===== src/design/csk_pkg.sv =====
package csk_pkg;

    localparam int LINE_W = 32;

    localparam logic [7:0] LOW_LIMIT  = 8'd64;
    localparam logic [7:0] BYTE_SLASH = 8'h2F;
    localparam logic [7:0] BYTE_HASH  = 8'h23;
    localparam logic [7:0] BYTE_STAR  = 8'h2A;
    localparam logic [7:0] BYTE_CR    = 8'h0D;
    localparam logic [7:0] BYTE_LF    = 8'h0A;
    localparam logic [7:0] BYTE_SPACE = 8'h20;
    localparam logic [7:0] BYTE_TAB   = 8'h09;

    typedef enum logic [2:0] {
        ST_DEFAULT,
        ST_SLASH,
        ST_LINE,
        ST_BLOCK,
        ST_STAR
    } scan_state_t;

    typedef enum logic [2:0] {
        CL_SLASH,
        CL_HASH,
        CL_STAR,
        CL_EOL,
        CL_SPACE,
        CL_OTHER
    } byte_class_t;

    typedef enum logic [1:0] {
        ACT_SKIP,
        ACT_STOP,
        ACT_STOP_SLASH
    } action_t;

    typedef struct packed {
        scan_state_t        scan_state;
        logic               cr_pending;
        logic [LINE_W-1:0]  line_count;
    } scan_ctx_t;

    function automatic byte_class_t classify(input logic [7:0] b);
        byte_class_t cl;
        if (b >= LOW_LIMIT) begin
            cl = CL_OTHER;
        end else if (b == BYTE_SLASH) begin
            cl = CL_SLASH;
        end else if (b == BYTE_HASH) begin
            cl = CL_HASH;
        end else if (b == BYTE_STAR) begin
            cl = CL_STAR;
        end else if (b == BYTE_LF || b == BYTE_CR) begin
            cl = CL_EOL;
        end else if (b == BYTE_SPACE || b == BYTE_TAB) begin
            cl = CL_SPACE;
        end else begin
            cl = CL_OTHER;
        end
        return cl;
    endfunction

endpackage


===== src/design/comment_whitespace_skipper.sv =====
// Comment and whitespace skipper. Feed one text byte per request on s_*; each byte
// returns one result on m_*: m_action 0 = skipped, 1 = stop at this byte (not
// consumed), 2 = stop and put back a slash in front of it. m_line_number is the
// line count after the byte, starting at 1, counting LF or CR once (CR LF counts
// once) and wrapping at 2^32. One byte is taken every cycle while m_ready is high;
// each taken byte passes from the input register to the result register, with the
// scan state updated by the combinational csk_step logic in between. The input
// stalls only while a result waits on m_ready.
module comment_whitespace_skipper import csk_pkg::*; (
    input  logic              aclk,
    input  logic              aresetn,
    input  logic              s_valid,
    output logic              s_ready,
    input  logic [7:0]        s_text_byte,
    output logic              m_valid,
    input  logic              m_ready,
    output logic [1:0]        m_action,
    output logic [LINE_W-1:0] m_line_number
);

    logic              in_valid_reg;
    logic [7:0]        in_byte_reg;
    logic              out_valid_reg;
    action_t           out_action_reg;
    logic [LINE_W-1:0] out_line_reg;
    scan_ctx_t         ctx_reg;
    scan_ctx_t         ctx_next;
    action_t           step_action;
    logic              advance;

    csk_step u_step (
        .text_byte (in_byte_reg),
        .ctx       (ctx_reg),
        .ctx_next  (ctx_next),
        .action    (step_action)
    );

    assign advance = in_valid_reg && (!out_valid_reg || m_ready);
    assign s_ready = !in_valid_reg || advance;

    always_ff @(posedge aclk) begin
        if (!aresetn) begin
            in_valid_reg        <= 1'b0;
            out_valid_reg       <= 1'b0;
            ctx_reg.scan_state  <= ST_DEFAULT;
            ctx_reg.cr_pending  <= 1'b0;
            ctx_reg.line_count  <= LINE_W'(1);
        end else begin
            if (s_ready) begin
                in_valid_reg <= s_valid;
            end
            if (advance) begin
                ctx_reg       <= ctx_next;
                out_valid_reg <= 1'b1;
            end else if (m_ready) begin
                out_valid_reg <= 1'b0;
            end
        end
    end

    always_ff @(posedge aclk) begin
        if (s_ready && s_valid) begin
            in_byte_reg <= s_text_byte;
        end
        if (advance) begin
            out_action_reg <= step_action;
            out_line_reg   <= ctx_next.line_count;
        end
    end

    assign m_valid       = out_valid_reg;
    assign m_action      = out_action_reg;
    assign m_line_number = out_line_reg;

    a_stop_returns_default: assert property (@(posedge aclk) disable iff (!aresetn)
        advance && step_action != ACT_SKIP |=> ctx_reg.scan_state == ST_DEFAULT)
        else $error("scan state not default after stop");

    a_line_hold: assert property (@(posedge aclk) disable iff (!aresetn)
        !advance |=> $stable(ctx_reg.line_count))
        else $error("line count moved without a request");

    a_line_step: assert property (@(posedge aclk) disable iff (!aresetn)
        advance |=> ctx_reg.line_count == $past(ctx_reg.line_count)
            || ctx_reg.line_count == $past(ctx_reg.line_count) + LINE_W'(1))
        else $error("line count stepped by more than one");

endmodule


===== src/design/csk_step.sv =====
module csk_step import csk_pkg::*; (
    input  logic [7:0]        text_byte,
    input  scan_ctx_t         ctx,
    output scan_ctx_t         ctx_next,
    output action_t           action
);

    byte_class_t cl;
    scan_state_t nx_state;
    logic        stop;
    logic        stop_slash;

    assign cl = classify(text_byte);

    always_comb begin
        nx_state   = ST_DEFAULT;
        stop       = 1'b0;
        stop_slash = 1'b0;
        case (ctx.scan_state)
            ST_SLASH: begin
                case (cl)
                    CL_SLASH: nx_state = ST_LINE;
                    CL_STAR:  nx_state = ST_BLOCK;
                    default:  stop_slash = 1'b1;
                endcase
            end
            ST_LINE: begin
                nx_state = (cl == CL_EOL) ? ST_DEFAULT : ST_LINE;
            end
            ST_BLOCK: begin
                nx_state = (cl == CL_STAR) ? ST_STAR : ST_BLOCK;
            end
            ST_STAR: begin
                case (cl)
                    CL_SLASH: nx_state = ST_DEFAULT;
                    CL_STAR:  nx_state = ST_STAR;
                    default:  nx_state = ST_BLOCK;
                endcase
            end
            default: begin
                case (cl)
                    CL_SLASH: nx_state = ST_SLASH;
                    CL_HASH:  nx_state = ST_LINE;
                    CL_EOL:   nx_state = ST_DEFAULT;
                    CL_SPACE: nx_state = ST_DEFAULT;
                    default:  stop = 1'b1;
                endcase
            end
        endcase
    end

    always_comb begin
        ctx_next            = ctx;
        ctx_next.cr_pending = 1'b0;
        action              = ACT_SKIP;
        // swallow LF right after a skipped CR
        if (!(ctx.cr_pending && text_byte == BYTE_LF)) begin
            if (stop || stop_slash) begin
                action              = stop ? ACT_STOP : ACT_STOP_SLASH;
                ctx_next.scan_state = ST_DEFAULT;
            end else begin
                ctx_next.scan_state = nx_state;
                if (cl == CL_EOL) begin
                    ctx_next.line_count = ctx.line_count + LINE_W'(1);
                    ctx_next.cr_pending = (text_byte == BYTE_CR);
                end
            end
        end
    end

endmodule

===== config.mk =====
export PLATFORM = sky130hd
export DESIGN_NAME = comment_whitespace_skipper
export DESIGN_NICKNAME = d
export VERILOG_FILES = /design/src/design/csk_pkg.sv /design/src/design/comment_whitespace_skipper.sv /design/src/design/csk_step.sv
export SDC_FILE = /design/constraint.sdc
export NUM_CORES = 1
export LEC_CHECK = 0
export BUFFER_PORTS_ARGS = -buffer_cell sky130_fd_sc_hd__clkbuf_2
export CAP_MARGIN = 15
export CELL_PAD_IN_SITES_DETAIL_PLACEMENT = 2
export CELL_PAD_IN_SITES_GLOBAL_PLACEMENT = 2
export CORE_MARGIN = 5
export CORE_UTILIZATION = 37
export DETAILED_ROUTE_END_ITERATION = 7
export GPL_ROUTABILITY_DRIVEN = 0
export GPL_TIMING_DRIVEN = 1
export PLACE_DENSITY_LB_ADDON = 0.1
export SYNTH_ARGS = -nofsm -noshare
export SYNTH_HDL_FRONTEND = slang
export SYNTH_HIERARCHICAL = 1
export SYNTH_SLANG_ARGS = --single-unit

===== constraint.sdc =====
create_clock -name aclk -period 3.6 [get_ports aclk]
set_input_delay 0.54 -clock aclk [delete_from_list [all_inputs] [get_ports aclk]]
set_output_delay 0.54 -clock aclk [all_outputs]
set_load 0.02 [all_outputs]

==> summary.md, run 1 <==
| Metric | Value |
|---|---|
| Antenna violations before repair | 0 |
| Gr usage total | 16.62% |
| Clock buffer count from CTS | 9 |
| Number of hold-slack violations in the final timing report | 0 |
| Worst EP arrival | 3.37 ns |
| DRT Pass-1 Iters | 4 |
| CTS tree | yes |
| Gate count after technology mapping | 388 |
| Gr ovfl total | 0 |
| Internal reg-to-reg setup slack | 0.50 ns |
| Maximum number of pins on one net before global-route repair | 44 |
| Post-Synthesis Cell Area | 3960 um2 |
| Number of global-route vias before repair | between 3,000 and 4,000 |
| Yosys cell types | 54 |
| Sum of negative setup slack | 0 ns |
| Total vias in the final route | 3,022 |
| Result of the run | finished clean |
| Cell chosen for the clock root | sky130_fd_sc_hd__clkbuf_8 |
| Syn_nets | 401 |
| Core ar. | 10,370 um2 |
| Count of input and output buffers | 47 |
| WHS Endpoint | in_byte_reg[3] |
| Number of fill cells | 1,163 |
| Area growth from synthesis to layout | 12.04% |
| Number of flip-flops under the largest register name | 36 |
| Post-CTS resize count | 0 |
| Fraction of the yosys area taken by sequential cells | 51.06% |
| DP Wirelength | 7241 um |
| Number of setup buffers added after CTS | 0 |
| Die boundary height | around 110 um |
| Clock network latency to the later pin of the worst-skew pair | 0.36 ns |
| Final setup violation count | 0 |
| Wire length of the first global-routing pass | about 17,000 um |
| Headroom to the max-slew limit | between 30% and 40% |
| Max stage delay on crit path | 0.67 ns |
| Leading cell types in the layout, fill and taps excluded | sky130_fd_sc_hd__nand2_1 (93), sky130_fd_sc_hd__clkbuf_2 (47), sky130_fd_sc_hd__edfxtp_1 (42) |
| Fraction of final layout cells sized beyond drive strength 1 | 16.59% |
| Cell-by-cell trace of the critical path | or4b_1 -> o31a_1 -> or4_1 -> nor3_2 -> xor2_1 -> nand2_1 -> mux2i_1 |
| Static leakage power | about 1.7 nW |
| Count of buffering cells on the critical path with inverters included | 0 |
| Required arrival time at the worst endpoint | between 3 and 4 ns |
| P per Cell Area | between 300 and 400 nW/um2 |
| Fin crit share | 86.19% |
| Mean area per synthesized cell | 10.21 um2 |
| Critical path's top delay family | simple AND/OR/NAND/NOR gates |
| Average wire per cell in the routed design | 17.71 um |
| Via density per instance | 5.302 |
| Antenna Nets Post-Route | 0 |
| CTS sink count | 80 |
| Maximum fanout encountered on the critical timing path | 12 |
| HP Class | input port to register |
| Clock buffer depth | 2 |
| Width of the chip | ~110 um |
| Worst Skew | 0.01685 ns |
| Initial DRC count | 93 |
| Slowest stage cell on the critical path | sky130_fd_sc_hd__or4_1 |
| Time the final worst path needs with I/O delays and setup | 3.103 ns |
| Final total power | about 0.0017 W |
| Net total in the final layout | 442 |
| Antenna diode count | 0 |
| Number of pins exceeding their max-slew limit in the final report | 0 |
| Overall routed net length | 10,100 um |
| Clock input transition at the sequential cells of the worst setup and hold paths | around 0.090 ns |
| Die Outline Area | 12,870 um2 |
| Commonest non-fill, non-tap cell in the layout | sky130_fd_sc_hd__nand2_1 |
| Critical Path Sink Type | register |
| # IOs | 48 |
| Setup crit start kind | register |
| Max_cap viols | 0 |
| Worst VDD drop | approximately 190 uV |
| Hold path startpoint | s_text_byte[3] |
| Most used flip-flop cell after synthesis | sky130_fd_sc_hd__edfxtp_1 |
| Worst hold path cell count | 1 |
| Count of warnings emitted by yosys | 6 |
| DRC violations left | 0 |
| Post-synth EDFFs | 42 |
| Seq cells post-synth | 80 |
| Initial Utilization | 38.19% |
| Fmax | 322.3 MHz |
| Worst r2r path cells | 7 |
| Hold-fix buffer count after cts | 0 |
| Type of the worst setup path | register to register |
| Site Rows | 37 |
| Transition time at the pin with the least slew margin | slightly above 0.9 ns |
| Unrepaired setup endpoints after global routing | false |
| Origin of the critical flop-to-flop path | in_byte_reg[5] |
| Critical Path Source | in_byte_reg[5] |
| End of the worst register-to-register path | ctx_reg[10] |
| Async SR Flop Fraction | 0% |
| Maximum level of the CTS H-tree | 3 |
==> area by class of cell <==
class	count	area, um2	share of cell area, %
clock inverter	7	46.29	1.043
multi-input combinational	279	1763	39.73
timing repair buffer	52	285.3	6.430
inverter	7	26.28	0.5922
tap	136	170.2	3.835
sequential	80	2022	45.57
clock buffer	9	123.9	2.792
==> cells in the mapped netlist (all sizes together) (3+ instances only) <==
library cell / instances / area (um2)
and2: 5 / 31.28
mux2i: 36 / 360.4
edfxtp: 42 / 1261
nand2: 93 / 349.1
nor3: 16 / 90.09
or3: 3 / 18.77
inv: 7 / 26.27
nand3: 12 / 60.06
nor2b: 3 / 26.27
nor4: 6 / 37.54
nor2: 15 / 72.57
o21ai: 6 / 30.03
xnor2: 9 / 78.83
nand4: 8 / 50.05
clkbuf: 11 / 41.29
nor4b: 5 / 43.79
dfxtp: 38 / 760.7
buf: 11 / 107.6
a21oi: 4 / 20.02
xor2: 25 / 219.0
and3: 3 / 18.77
==> per-stage QoR <==
step	cell area, um2	setup slack (ns)	cells	hold WS, ns	utilization [%]
after floorplan	3960	1.048	388	0.4335	-
after global placement	4267	0.6397	554	0.4560	41.14
after detailed placement	4267	0.5109	554	0.4809	41.14
after CTS	4437	0.4954	570	0.3364	42.78
after global routing	4437	0.3134	570	0.3226	42.78
final	4437	0.4972	570	0.3581	42.78
==> per-layer routing <==
layer / vias up / track usage (%) / part of all wire, % / wire, um
li1: 1446 / - / - / -
met1: 1527 / 21.03 / 46 / 4646
met2: 40 / 29.03 / 51 / 5098
met3: 9 / 3.979 / 2.7 / 275
met4: 0 / 3.365 / 0.73 / 74
met5: - / 0 / 0 / 0
==> cells by family after synthesis <==
logic type	share of synthesized area [%]
xor gates and xnor gates	7.520
and+or+nand+nor	22.72
buffers and inverters	4.423
AOI/OAI and AO/OA	4.582
DFF	51.06
muxes	9.384
adders and majority gates	0.3159
==> worst max-delay path by stage <==
stage / end / slack (ns) / cells past startpoint
floorplan: ctx_reg[10] / 1.05 / 9
global placement: ctx_reg[10] / 0.64 / 7
detailed placement: ctx_reg[10] / 0.51 / 7
CTS: ctx_reg[10] / 0.50 / 7
global route: ctx_reg[10] / 0.31 / 7
finish: ctx_reg[10] / 0.50 / 7
==> power by group <==
group,leakage [nW],switching (W),internal [W],total (W)
Sequential,0.731,0.0000143,0.000975,0.000989
Clock,0.0851,0.000358,0.000251,0.000609
Combinational,0.839,0.0000686,0.0000348,0.000103
Total,1.66,0.000441,0.00126,0.00170
(Power assumes the default switching activity.)
==> run 2, diff against run 1 <==
--- a/config.mk
+++ b/config.mk
@@ -10,7 +10,7 @@
 export CELL_PAD_IN_SITES_DETAIL_PLACEMENT = 2
 export CELL_PAD_IN_SITES_GLOBAL_PLACEMENT = 2
 export CORE_MARGIN = 5
-export CORE_UTILIZATION = 37
+export CORE_UTILIZATION = 40
 export DETAILED_ROUTE_END_ITERATION = 7
 export GPL_ROUTABILITY_DRIVEN = 0
 export GPL_TIMING_DRIVEN = 1
==> constraint.sdc (replaced) <==
create_clock -name aclk -period 3.9 [get_ports aclk]
set_input_delay 0.585 -clock aclk [delete_from_list [all_inputs] [get_ports aclk]]
set_output_delay 0.585 -clock aclk [all_outputs]
set_load 0.02 [all_outputs]
==> summary.md, run 2 (synthesis gave the netlist of run 1 again) <==
| Metric | Value |
|---|---|
| Number of fill cells | 1,060 (was 1,163) |
| Hold path startpoint | s_text_byte[2] (was s_text_byte[3]) |
| P per Cell Area | 367.9 nW/um2 (was 383.5 nW/um2) |
| Non-filler instance count after layout | 565 (was 570) |
| Top routing layer used | met4 (unchanged) |
| Number of flip-flops under the largest register name | 36 (unchanged) |
| Die boundary height | 109.5 um (was 113.5 um) |
| Overall routed net length | 10,110 um (was 10,100 um) |
| Fraction of final layout cells sized beyond drive strength 1 | 16.44% (was 16.59%) |
| Max stage delay on crit path | 0.66 ns (was 0.67 ns) |
| Area growth from synthesis to layout | 12.10% (was 12.04%) |
| Number of global-route vias before repair | 3,259 (was 3,308) |
| Clock buffer depth | 2 (unchanged) |
| Fmax | 304.6 MHz (was 322.3 MHz) |
| Static leakage power | 1.665 nW (was 1.655 nW) |
| Time the final worst path needs with I/O delays and setup | 3.283 ns (was 3.103 ns) |
| Clock input transition at the sequential cells of the worst setup and hold paths | 0.08 ns (was 0.09 ns) |
| Die Outline Area | 11,990 um2 (was 12,870 um2) |
| CTS sink count | 80 (unchanged) |
| Via density per instance | 5.265 (was 5.302) |
| Maximum number of pins on one net before global-route repair | 39 (was 44) |
| Final setup violation count | 0 (unchanged) |
| Met1 routed wirelength after detailed routing | 4330 um (was 4646 um) |
| Width of the chip | 109.5 um (was 113.5 um) |
| Initial DRC count | 109 (was 93) |
| Wire length of the first global-routing pass | 16,500 um (was 16,800 um) |
| Number of setup buffers added after CTS | 0 (unchanged) |
| Gr usage total | 17.90% (was 16.62%) |
| Critical Path Sink Type | register (unchanged) |
| Headroom to the max-slew limit | 40.80% (was 38.21%) |
| # IOs | 48 (unchanged) |
| Clock network latency to the later pin of the worst-skew pair | 0.35 ns (was 0.36 ns) |
| Clock power share | 38.4% (was 35.8%) |
| Type of the worst setup path | register to register (unchanged) |
| Worst hold path cell count | 1 (unchanged) |
| Worst EP arrival | 3.56 ns (was 3.37 ns) |
| Core ar. | 9729 um2 (was 10,370 um2) |
| Critical path's top delay family | simple AND/OR/NAND/NOR gates (unchanged) |
| Setup crit start kind | register (unchanged) |
| Average wire per cell in the routed design | 17.90 um (was 17.71 um) |
| Antenna Nets Post-Route | 0 (unchanged) |
| Net total in the final layout | 441 (was 442) |
| Unrepaired setup endpoints after global routing | false (unchanged) |
| Cell chosen for the clock root | sky130_fd_sc_hd__clkbuf_8 (unchanged) |
| Slowest stage cell on the critical path | sky130_fd_sc_hd__or4b_1 (was sky130_fd_sc_hd__or4_1) |
| Gr ovfl total | 0 (unchanged) |
| Count of buffering cells on the critical path with inverters included | 0 (unchanged) |
| Proportion of power drawn by combinational gates | 5.7% (was 6.1%) |
| Sequential share of power | 55.9% (was 58.1%) |
| Number of cells in the design after placement | 550 (was 554) |
| Antenna diode count | 0 (unchanged) |
| Leading cell types in the layout, fill and taps excluded | sky130_fd_sc_hd__nand2_1 (93), sky130_fd_sc_hd__clkbuf_2 (47), sky130_fd_sc_hd__edfxtp_1 (42) (unchanged) |
| Worst r2r path cells | 7 (unchanged) |
| Clock buffer count from CTS | 9 (unchanged) |
| Sum of negative setup slack | 0 ns (unchanged) |
| Result of the run | finished clean (unchanged) |
| Initial Utilization | 40.70% (was 38.19%) |
| Switching fraction of total power | 22.96% (was 25.92%) |
| Transition time at the pin with the least slew margin | 0.8760 ns (was 0.9268 ns) |
| Number of pins exceeding their max-slew limit in the final report | 0 (unchanged) |
| Max_cap viols | 0 (unchanged) |
| DRC violations left | 0 (unchanged) |
| DRT Pass-1 Iters | 4 (unchanged) |
| Cell-by-cell trace of the critical path | or4b_1 -> o31ai_1 -> nand4_1 -> nor4_1 -> xor2_1 -> nand2_1 -> mux2i_1 (was or4b_1 -> o31a_1 -> or4_1 -> nor3_2 -> xor2_1 -> nand2_1 -> mux2i_1) |
| Worst VDD drop | 164.3 uV (was 193.5 uV) |
| Number of hold-slack violations in the final timing report | 0 (unchanged) |
| Antenna violations before repair | 0 (unchanged) |
| Power spent charging and discharging nets | 0.0003751 W (was 0.0004410 W) |
| HP Class | input port to register (unchanged) |
| Worst Skew | 0.01000 ns (was 0.01685 ns) |
| Site Rows | 36 (was 37) |
| Met2 wire len | 5475 um (was 5098 um) |
| Count of input and output buffers | 47 (unchanged) |
| Required arrival time at the worst endpoint | 4.18 ns (was 3.87 ns) |
| Fin crit share | 84.17% (was 86.19%) |
| Total vias in the final route | 2,975 (was 3,022) |
| Pint | 0.001258 W (was 0.001261 W) |
| CTS tree | yes (unchanged) |
| Maximum fanout encountered on the critical timing path | 11 (was 12) |
| Wire length on met3 | 163 um (was 275 um) |
| WHS Endpoint | in_byte_reg[2] (was in_byte_reg[3]) |
| End of the worst register-to-register path | ctx_reg[31] (was ctx_reg[10]) |
| DP Wirelength | 7327 um (was 7241 um) |
| Commonest non-fill, non-tap cell in the layout | sky130_fd_sc_hd__nand2_1 (unchanged) |
| Hold-fix buffer count after cts | 0 (unchanged) |
| Post-CTS resize count | 0 (unchanged) |
| Maximum level of the CTS H-tree | 3 (unchanged) |
| Internal reg-to-reg setup slack | 0.62 ns (was 0.50 ns) |
| Origin of the critical flop-to-flop path | in_byte_reg[6] (was in_byte_reg[5]) |
run 2: layer usage:
| metal | up-vias | GRT usage, % |
|---|---|---|
| met5 | - | 0 |
| met4 | 0 | 4.898 |
| met3 | 11 | 3.641 |
| met2 | 28 | 33.39 |
| met1 | 1503 | 20.64 |
| li1 | 1433 | - |
run 2: through the flow:
stage | setup WS [ns] | power, W | utilization [%] | hold WS (ns) | cell area, um2
after CTS | 0.7063 | 0.001656 | 45.63 | 0.3967 | 4439
after global routing | 0.4438 | 0.001703 | 45.63 | 0.3887 | 4439
after global placement | 0.9299 | 0.001024 | 43.61 | 0.4565 | 4243
after floorplan | 1.348 | 0.001002 | - | 0.4335 | 3960
after detailed placement | 0.7316 | 0.001028 | 43.61 | 0.4794 | 4243
final | 0.6173 | 0.001633 | 45.63 | 0.4075 | 4439
run 2: how the worst max path moves through the flow:
stage / endpoint / cells after the start / start / slack, ns
after floorplan: ctx_reg[10] / 9 / in_byte_reg[6] / 1.35
after global placement: ctx_reg[9] / 7 / in_byte_reg[5] / 0.93
after detailed placement: ctx_reg[31] / 7 / in_byte_reg[6] / 0.73
after CTS: ctx_reg[31] / 7 / in_byte_reg[6] / 0.71
after global routing: ctx_reg[31] / 7 / in_byte_reg[5] / 0.44
final: ctx_reg[31] / 7 / in_byte_reg[6] / 0.62
run 2: area by class of cell:
class / count / area, um2 / share of cell area [%]
clock buffer: 12 / 155.1 / 3.495
clock inverter: 3 / 41.29 / 0.9301
inverter: 7 / 26.28 / 0.5919
multi-input combinational: 279 / 1763 / 39.71
sequential: 80 / 2022 / 45.55
tap: 133 / 166.4 / 3.749
timing repair buffer: 51 / 265.3 / 5.975
run 2: power groups by stage:
| stage | Sequential (W) | Combinational, W | Clock (W) |
|---|---|---|---|
| 5_1_grt | 0.000915 | 0.000102 | 0.000686 |
| 3_3_place_gp | 0.000931 | 0.0000929 | 0 |
| 6_report | 0.000913 | 0.0000937 | 0.000627 |
| 2_1_floorplan | 0.000939 | 0.0000630 | 0 |
| 3_5_place_dp | 0.000932 | 0.0000954 | 0 |
| 4_1_cts | 0.000913 | 0.0000960 | 0.000647 |
run 2: worst register-to-register path: stages (launching register included):
cell and delay (ns):
sky130_fd_sc_hd__edfxtp_1 0.42, sky130_fd_sc_hd__or4b_1 0.66, sky130_fd_sc_hd__o31ai_1 0.44, sky130_fd_sc_hd__nand4_1 0.59, sky130_fd_sc_hd__nor4_1 0.61, sky130_fd_sc_hd__xor2_1 0.25
sky130_fd_sc_hd__nand2_1 0.09, sky130_fd_sc_hd__mux2i_1 0.15
==> run 3, diff against run 2 <==
--- a/config.mk
+++ b/config.mk
@@ -5,12 +5,13 @@
 export SDC_FILE = /design/constraint.sdc
 export NUM_CORES = 1
 export LEC_CHECK = 0
+export ABC_AREA = 1
 export BUFFER_PORTS_ARGS = -buffer_cell sky130_fd_sc_hd__clkbuf_2
 export CAP_MARGIN = 15
 export CELL_PAD_IN_SITES_DETAIL_PLACEMENT = 2
 export CELL_PAD_IN_SITES_GLOBAL_PLACEMENT = 2
 export CORE_MARGIN = 5
-export CORE_UTILIZATION = 40
+export CORE_UTILIZATION = 34
 export DETAILED_ROUTE_END_ITERATION = 7
 export GPL_ROUTABILITY_DRIVEN = 0
 export GPL_TIMING_DRIVEN = 1
==> constraint.sdc (replaced) <==
create_clock -name aclk -period 3.3 [get_ports aclk]
set_input_delay 0.495 -clock aclk [delete_from_list [all_inputs] [get_ports aclk]]
set_output_delay 0.495 -clock aclk [all_outputs]
set_load 0.02 [all_outputs]
==> summary.md, run 3 <==
| Metric | Value |
|---|---|
| HP Class | input port to register (unchanged) |
| Post-synth EDFFs | 42 (unchanged) |
| Fraction of final layout cells sized beyond drive strength 1 | 13.45% (was 16.44%) |
| # IOs | 48 (unchanged) |
| Hold-fix buffer count after cts | 0 (unchanged) |
| Synth area leaders | sky130_fd_sc_hd__edfxtp_1 (24%), sky130_fd_sc_hd__nand2_1 (21%), sky130_fd_sc_hd__dfxtp_1 (14%), sky130_fd_sc_hd__nand3_1 (7.2%), sky130_fd_sc_hd__nor2_1 (6.6%) (was sky130_fd_sc_hd__edfxtp_1 (32%), sky130_fd_sc_hd__dfxtp_1 (19%), sky130_fd_sc_hd__mux2i_1 (9.1%), sky130_fd_sc_hd__nand2_1 (8.8%), sky130_fd_sc_hd__xor2_1 (5.5%)) |
| Worst VDD drop | 222.2 uV (was 164.3 uV) |
| Die boundary height | 135.5 um (was 109.5 um) |
| Overall routed net length | 17,970 um (was 10,110 um) |
| Max_cap viols | 0 (unchanged) |
| Average wire per cell in the routed design | 17.21 um (was 17.90 um) |
| Pint | 0.001833 W (was 0.001258 W) |
| DP Wirelength | 12,690 um (was 7327 um) |
| Clock network latency to the later pin of the worst-skew pair | 0.35 ns (about the same) |
| Gr usage total | 20.37% (was 17.90%) |
| Antenna violations before repair | 0 (unchanged) |
| Gr ovfl total | 0 (unchanged) |
| CTS tree | yes (unchanged) |
| Cell chosen for the clock root | sky130_fd_sc_hd__clkbuf_16 (was sky130_fd_sc_hd__clkbuf_8) |
| Top cells by count, synth | sky130_fd_sc_hd__nand2_1 (300), sky130_fd_sc_hd__nor2_1 (94), sky130_fd_sc_hd__inv_1 (80), sky130_fd_sc_hd__nand3_1 (77), sky130_fd_sc_hd__edfxtp_1 (42) (was sky130_fd_sc_hd__nand2_1 (93), sky130_fd_sc_hd__edfxtp_1 (42), sky130_fd_sc_hd__dfxtp_1 (38), sky130_fd_sc_hd__mux2i_1 (36), sky130_fd_sc_hd__xor2_1 (25)) |
| Internal reg-to-reg setup slack | 0.72 ns (was 0.62 ns) |
| Post-CTS resize count | 0 (unchanged) |
| Fin crit share | 78.13% (was 84.17%) |
| Sum of negative setup slack | 0 ns (unchanged) |
| Critical Path Source | in_byte_reg[0] (was in_byte_reg[6]) |
| Timing endpoint of the critical path | ctx_reg[17] (was ctx_reg[31]) |
| CTS sink count | 80 (unchanged) |
| Seq cells post-synth | 80 (unchanged) |
| Width of the chip | 135.5 um (was 109.5 um) |
| Yosys cell types | 32 (was 54) |
| Proportion of power drawn by combinational gates | 16.6% (was 5.7%) |
| End of the worst register-to-register path | ctx_reg[17] (was ctx_reg[31]) |
| Count of input and output buffers | 47 (unchanged) |
| Wire length of the first global-routing pass | 29,350 um (was 16,500 um) |
| Unrepaired setup endpoints after global routing | false (unchanged) |
| Fraction of the yosys area taken by sequential cells | 37.76% (was 51.06%) |
| Number of fill cells | 1,893 (was 1,060) |
| Type of the worst setup path | register to register (unchanged) |
| DRC violations left | 0 (unchanged) |
| Sequential share of power | 45.5% (was 55.9%) |
| DRT Pass-1 Iters | 6 (was 4) |
| Antenna Nets Post-Route | 0 (unchanged) |
| Maximum fanout encountered on the critical timing path | 25 (was 11) |
| Gate count after technology mapping | 801 (was 388) |
| Multi-input logic area | 2695 um2 (was 1763 um2) |
| Top routing layer used | met4 (unchanged) |
| P per Cell Area | 446.0 nW/um2 (was 367.9 nW/um2) |
| Syn_nets | 814 (was 401) |
| Number of flip-flops under the largest register name | 36 (unchanged) |
| Number of pins exceeding their max-slew limit in the final report | 0 (unchanged) |
| Clock power share | 37.9% (was 38.4%) |
| Time the final worst path needs with I/O delays and setup | 2.578 ns (was 3.283 ns) |
| Area growth from synthesis to layout | 10.30% (was 12.10%) |
| Worst EP arrival | 2.82 ns (was 3.56 ns) |
| Commonest non-fill, non-tap cell in the layout | sky130_fd_sc_hd__nand2_1 (unchanged) |
| Reg area | 2023 um2 (was 2022 um2) |
| Worst r2r path cells | 16 (was 7) |
| Switching fraction of total power | 30.43% (was 22.96%) |
| Maximum number of pins on one net before global-route repair | 73 (was 39) |
| Most common cell in the synthesized netlist | sky130_fd_sc_hd__nand2_1 (unchanged) |
| Origin of the critical flop-to-flop path | in_byte_reg[0] (was in_byte_reg[6]) |
| Transition time at the pin with the least slew margin | 1.005 ns (was 0.8760 ns) |
| Total vias in the final route | 5,295 (was 2,975) |
| Die Outline Area | 18,360 um2 (was 11,990 um2) |
| Worst Skew | 0.007998 ns (was 0.01000 ns) |
| Met2 wire len | 9177 um (was 5475 um) |
| Headroom to the max-slew limit | 33.01% (was 40.80%) |
| Number of global-route vias before repair | 5,846 (was 3,259) |
| Initial DRC count | 210 (was 109) |
| Required arrival time at the worst endpoint | 3.54 ns (was 4.18 ns) |
| Core ar. | 15,310 um2 (was 9729 um2) |
| Maximum level of the CTS H-tree | 3 (unchanged) |
| Number of setup buffers added after CTS | 0 (unchanged) |
| Worst hold path cell count | 1 (unchanged) |
| Clock input transition at the sequential cells of the worst setup and hold paths | 0.06 ns (was 0.08 ns) |
| Layout Cell Area excl Fill | 5907 um2 (was 4439 um2) |
| Placed Area | 5619 um2 (was 4243 um2) |
| Library cell occupying the most area in the post-synthesis netlist | sky130_fd_sc_hd__edfxtp_1 (unchanged) |
| Critical Path Sink Type | register (unchanged) |
| Leading cell types in the layout, fill and taps excluded | sky130_fd_sc_hd__nand2_1 (300), sky130_fd_sc_hd__nor2_1 (94), sky130_fd_sc_hd__inv_1 (80) (was sky130_fd_sc_hd__nand2_1 (93), sky130_fd_sc_hd__clkbuf_2 (47), sky130_fd_sc_hd__edfxtp_1 (42)) |
| Clock buffer count from CTS | 9 (unchanged) |
| Setup crit start kind | register (unchanged) |
| Async SR Flop Fraction | 0% (unchanged) |
| Power spent charging and discharging nets | 0.0008018 W (was 0.0003751 W) |
| Proportion of netlist area held by the largest area contributor | 23.55% (was 31.85%) |
| Number of cells in the design after placement | 1,028 (was 550) |
| Final setup violation count | 0 (unchanged) |
| Initial Utilization | 34.97% (was 40.70%) |
| Static leakage power | 2.601 nW (was 1.665 nW) |
| Non-filler instance count after layout | 1,044 (was 565) |
| Met1 routed wirelength after detailed routing | 8061 um (was 4330 um) |
| Via density per instance | 5.072 (was 5.265) |
| Site Rows | 45 (was 36) |
| Most used flip-flop cell after synthesis | sky130_fd_sc_hd__edfxtp_1 (unchanged) |
| Count of warnings emitted by yosys | 6 (unchanged) |
| Post-Synthesis Cell Area | 5355 um2 (was 3960 um2) |
| Antenna diode count | 0 (unchanged) |
| Wire length on met3 | 338 um (was 163 um) |
| Result of the run | finished clean (unchanged) |
| Number of hold-slack violations in the final timing report | 0 (unchanged) |
| Fmax | 387.8 MHz (was 304.6 MHz) |
| Mean area per synthesized cell | 6.686 um2 (was 10.21 um2) |
| Net total in the final layout | 841 (was 441) |
| Clock buffer depth | 2 (unchanged) |
[run 3: cell types whose count changed after synthesis, moves of 12 or more]
cell                      before  now
sky130_fd_sc_hd__mux2i_1      36    0
sky130_fd_sc_hd__nand2_1      93  300
sky130_fd_sc_hd__nand3_1      12   77
sky130_fd_sc_hd__a21oi_1       4   37
sky130_fd_sc_hd__inv_2         1   13
sky130_fd_sc_hd__inv_1         6   80
sky130_fd_sc_hd__xor2_1       25    3
sky130_fd_sc_hd__nor2_1       14   94
[run 3: metal layers]
layer / up-vias / GRT usage [%]
met3: 20 / 2.786
met4: 0 / 7.783
met1: 2636 / 24.29
met2: 57 / 37.00
li1: 2582 / -
met5: - / 0
[run 3: cells by family after synthesis]
kind of cell             synth area share [%]
AND/OR/NAND/NOR                         44.30
buffers and inverters                   11.92
adder cells (fa/ha/maj)                0.2336
flip-flops                              37.76
AO/OA/AOI/OAI                           5.304
XOR/XNOR                               0.4907
[run 3: final cells by class]
| type | instances | share of cell area, % |
|---|---|---|
| clock buffers | 9 | 3.813 |
| inverters | 93 | 5.910 |
| multi-input cells | 590 | 45.63 |
| flip-flops and latches | 80 | 34.25 |
| well taps | 211 | 4.469 |
| repair buffers | 54 | 4.872 |
| clock inverters | 7 | 1.059 |
[run 3: power groups by stage]
stage               combinational [W]  clock, W  sequential, W
floorplan                    0.000324         0        0.00122
global placement             0.000417         0        0.00122
detailed placement           0.000441         0        0.00122
CTS                          0.000445   0.00103        0.00120
global route                 0.000492   0.00108        0.00121
finish                       0.000437  0.000998        0.00120
[run 3: stage by stage]
stage / power (W) / hold WS [ns] / util (%) / setup slack, ns
2_1_floorplan: 0.001542 / 0.4462 / - / 1.419
3_3_place_gp: 0.001633 / 0.5146 / 36.69 / 0.8693
3_5_place_dp: 0.001663 / 0.5219 / 36.69 / 0.7320
4_1_cts: 0.002678 / 0.3048 / 38.57 / 0.6557
5_1_grt: 0.002784 / 0.3035 / 38.57 / 0.4456
6_report: 0.002635 / 0.3131 / 38.57 / 0.7216
[run 3: critical path: stages, from the launching register on]
cell,delay [ns]
sky130_fd_sc_hd__edfxtp_1,0.41
sky130_fd_sc_hd__inv_1,0.10
sky130_fd_sc_hd__nand2_1,0.09
sky130_fd_sc_hd__nor2_4,0.19
sky130_fd_sc_hd__nand2_2,0.12
sky130_fd_sc_hd__nand2_4,0.26
sky130_fd_sc_hd__nand2_2,0.14
sky130_fd_sc_hd__inv_2,0.11
sky130_fd_sc_hd__nand3_2,0.11
sky130_fd_sc_hd__nor2_2,0.27
sky130_fd_sc_hd__nand4_1,0.16
sky130_fd_sc_hd__nand2_1,0.10
sky130_fd_sc_hd__nand2_1,0.07
sky130_fd_sc_hd__inv_1,0.06
sky130_fd_sc_hd__nand3_1,0.08
sky130_fd_sc_hd__nand2_1,0.11
sky130_fd_sc_hd__nor2_1,0.05
[run 3: worst min-delay path by stage]
stage | end | from | slack [ns]
floorplan | ctx_reg[12] | ctx_reg[12] | 0.45
global placement | ctx_reg[32] | ctx_reg[32] | 0.51
detailed placement | ctx_reg[32] | ctx_reg[32] | 0.52
CTS | in_byte_reg[0] | s_text_byte[0] | 0.30
global route | in_byte_reg[5] | s_text_byte[5] | 0.30
finish | in_byte_reg[7] | s_text_byte[7] | 0.31
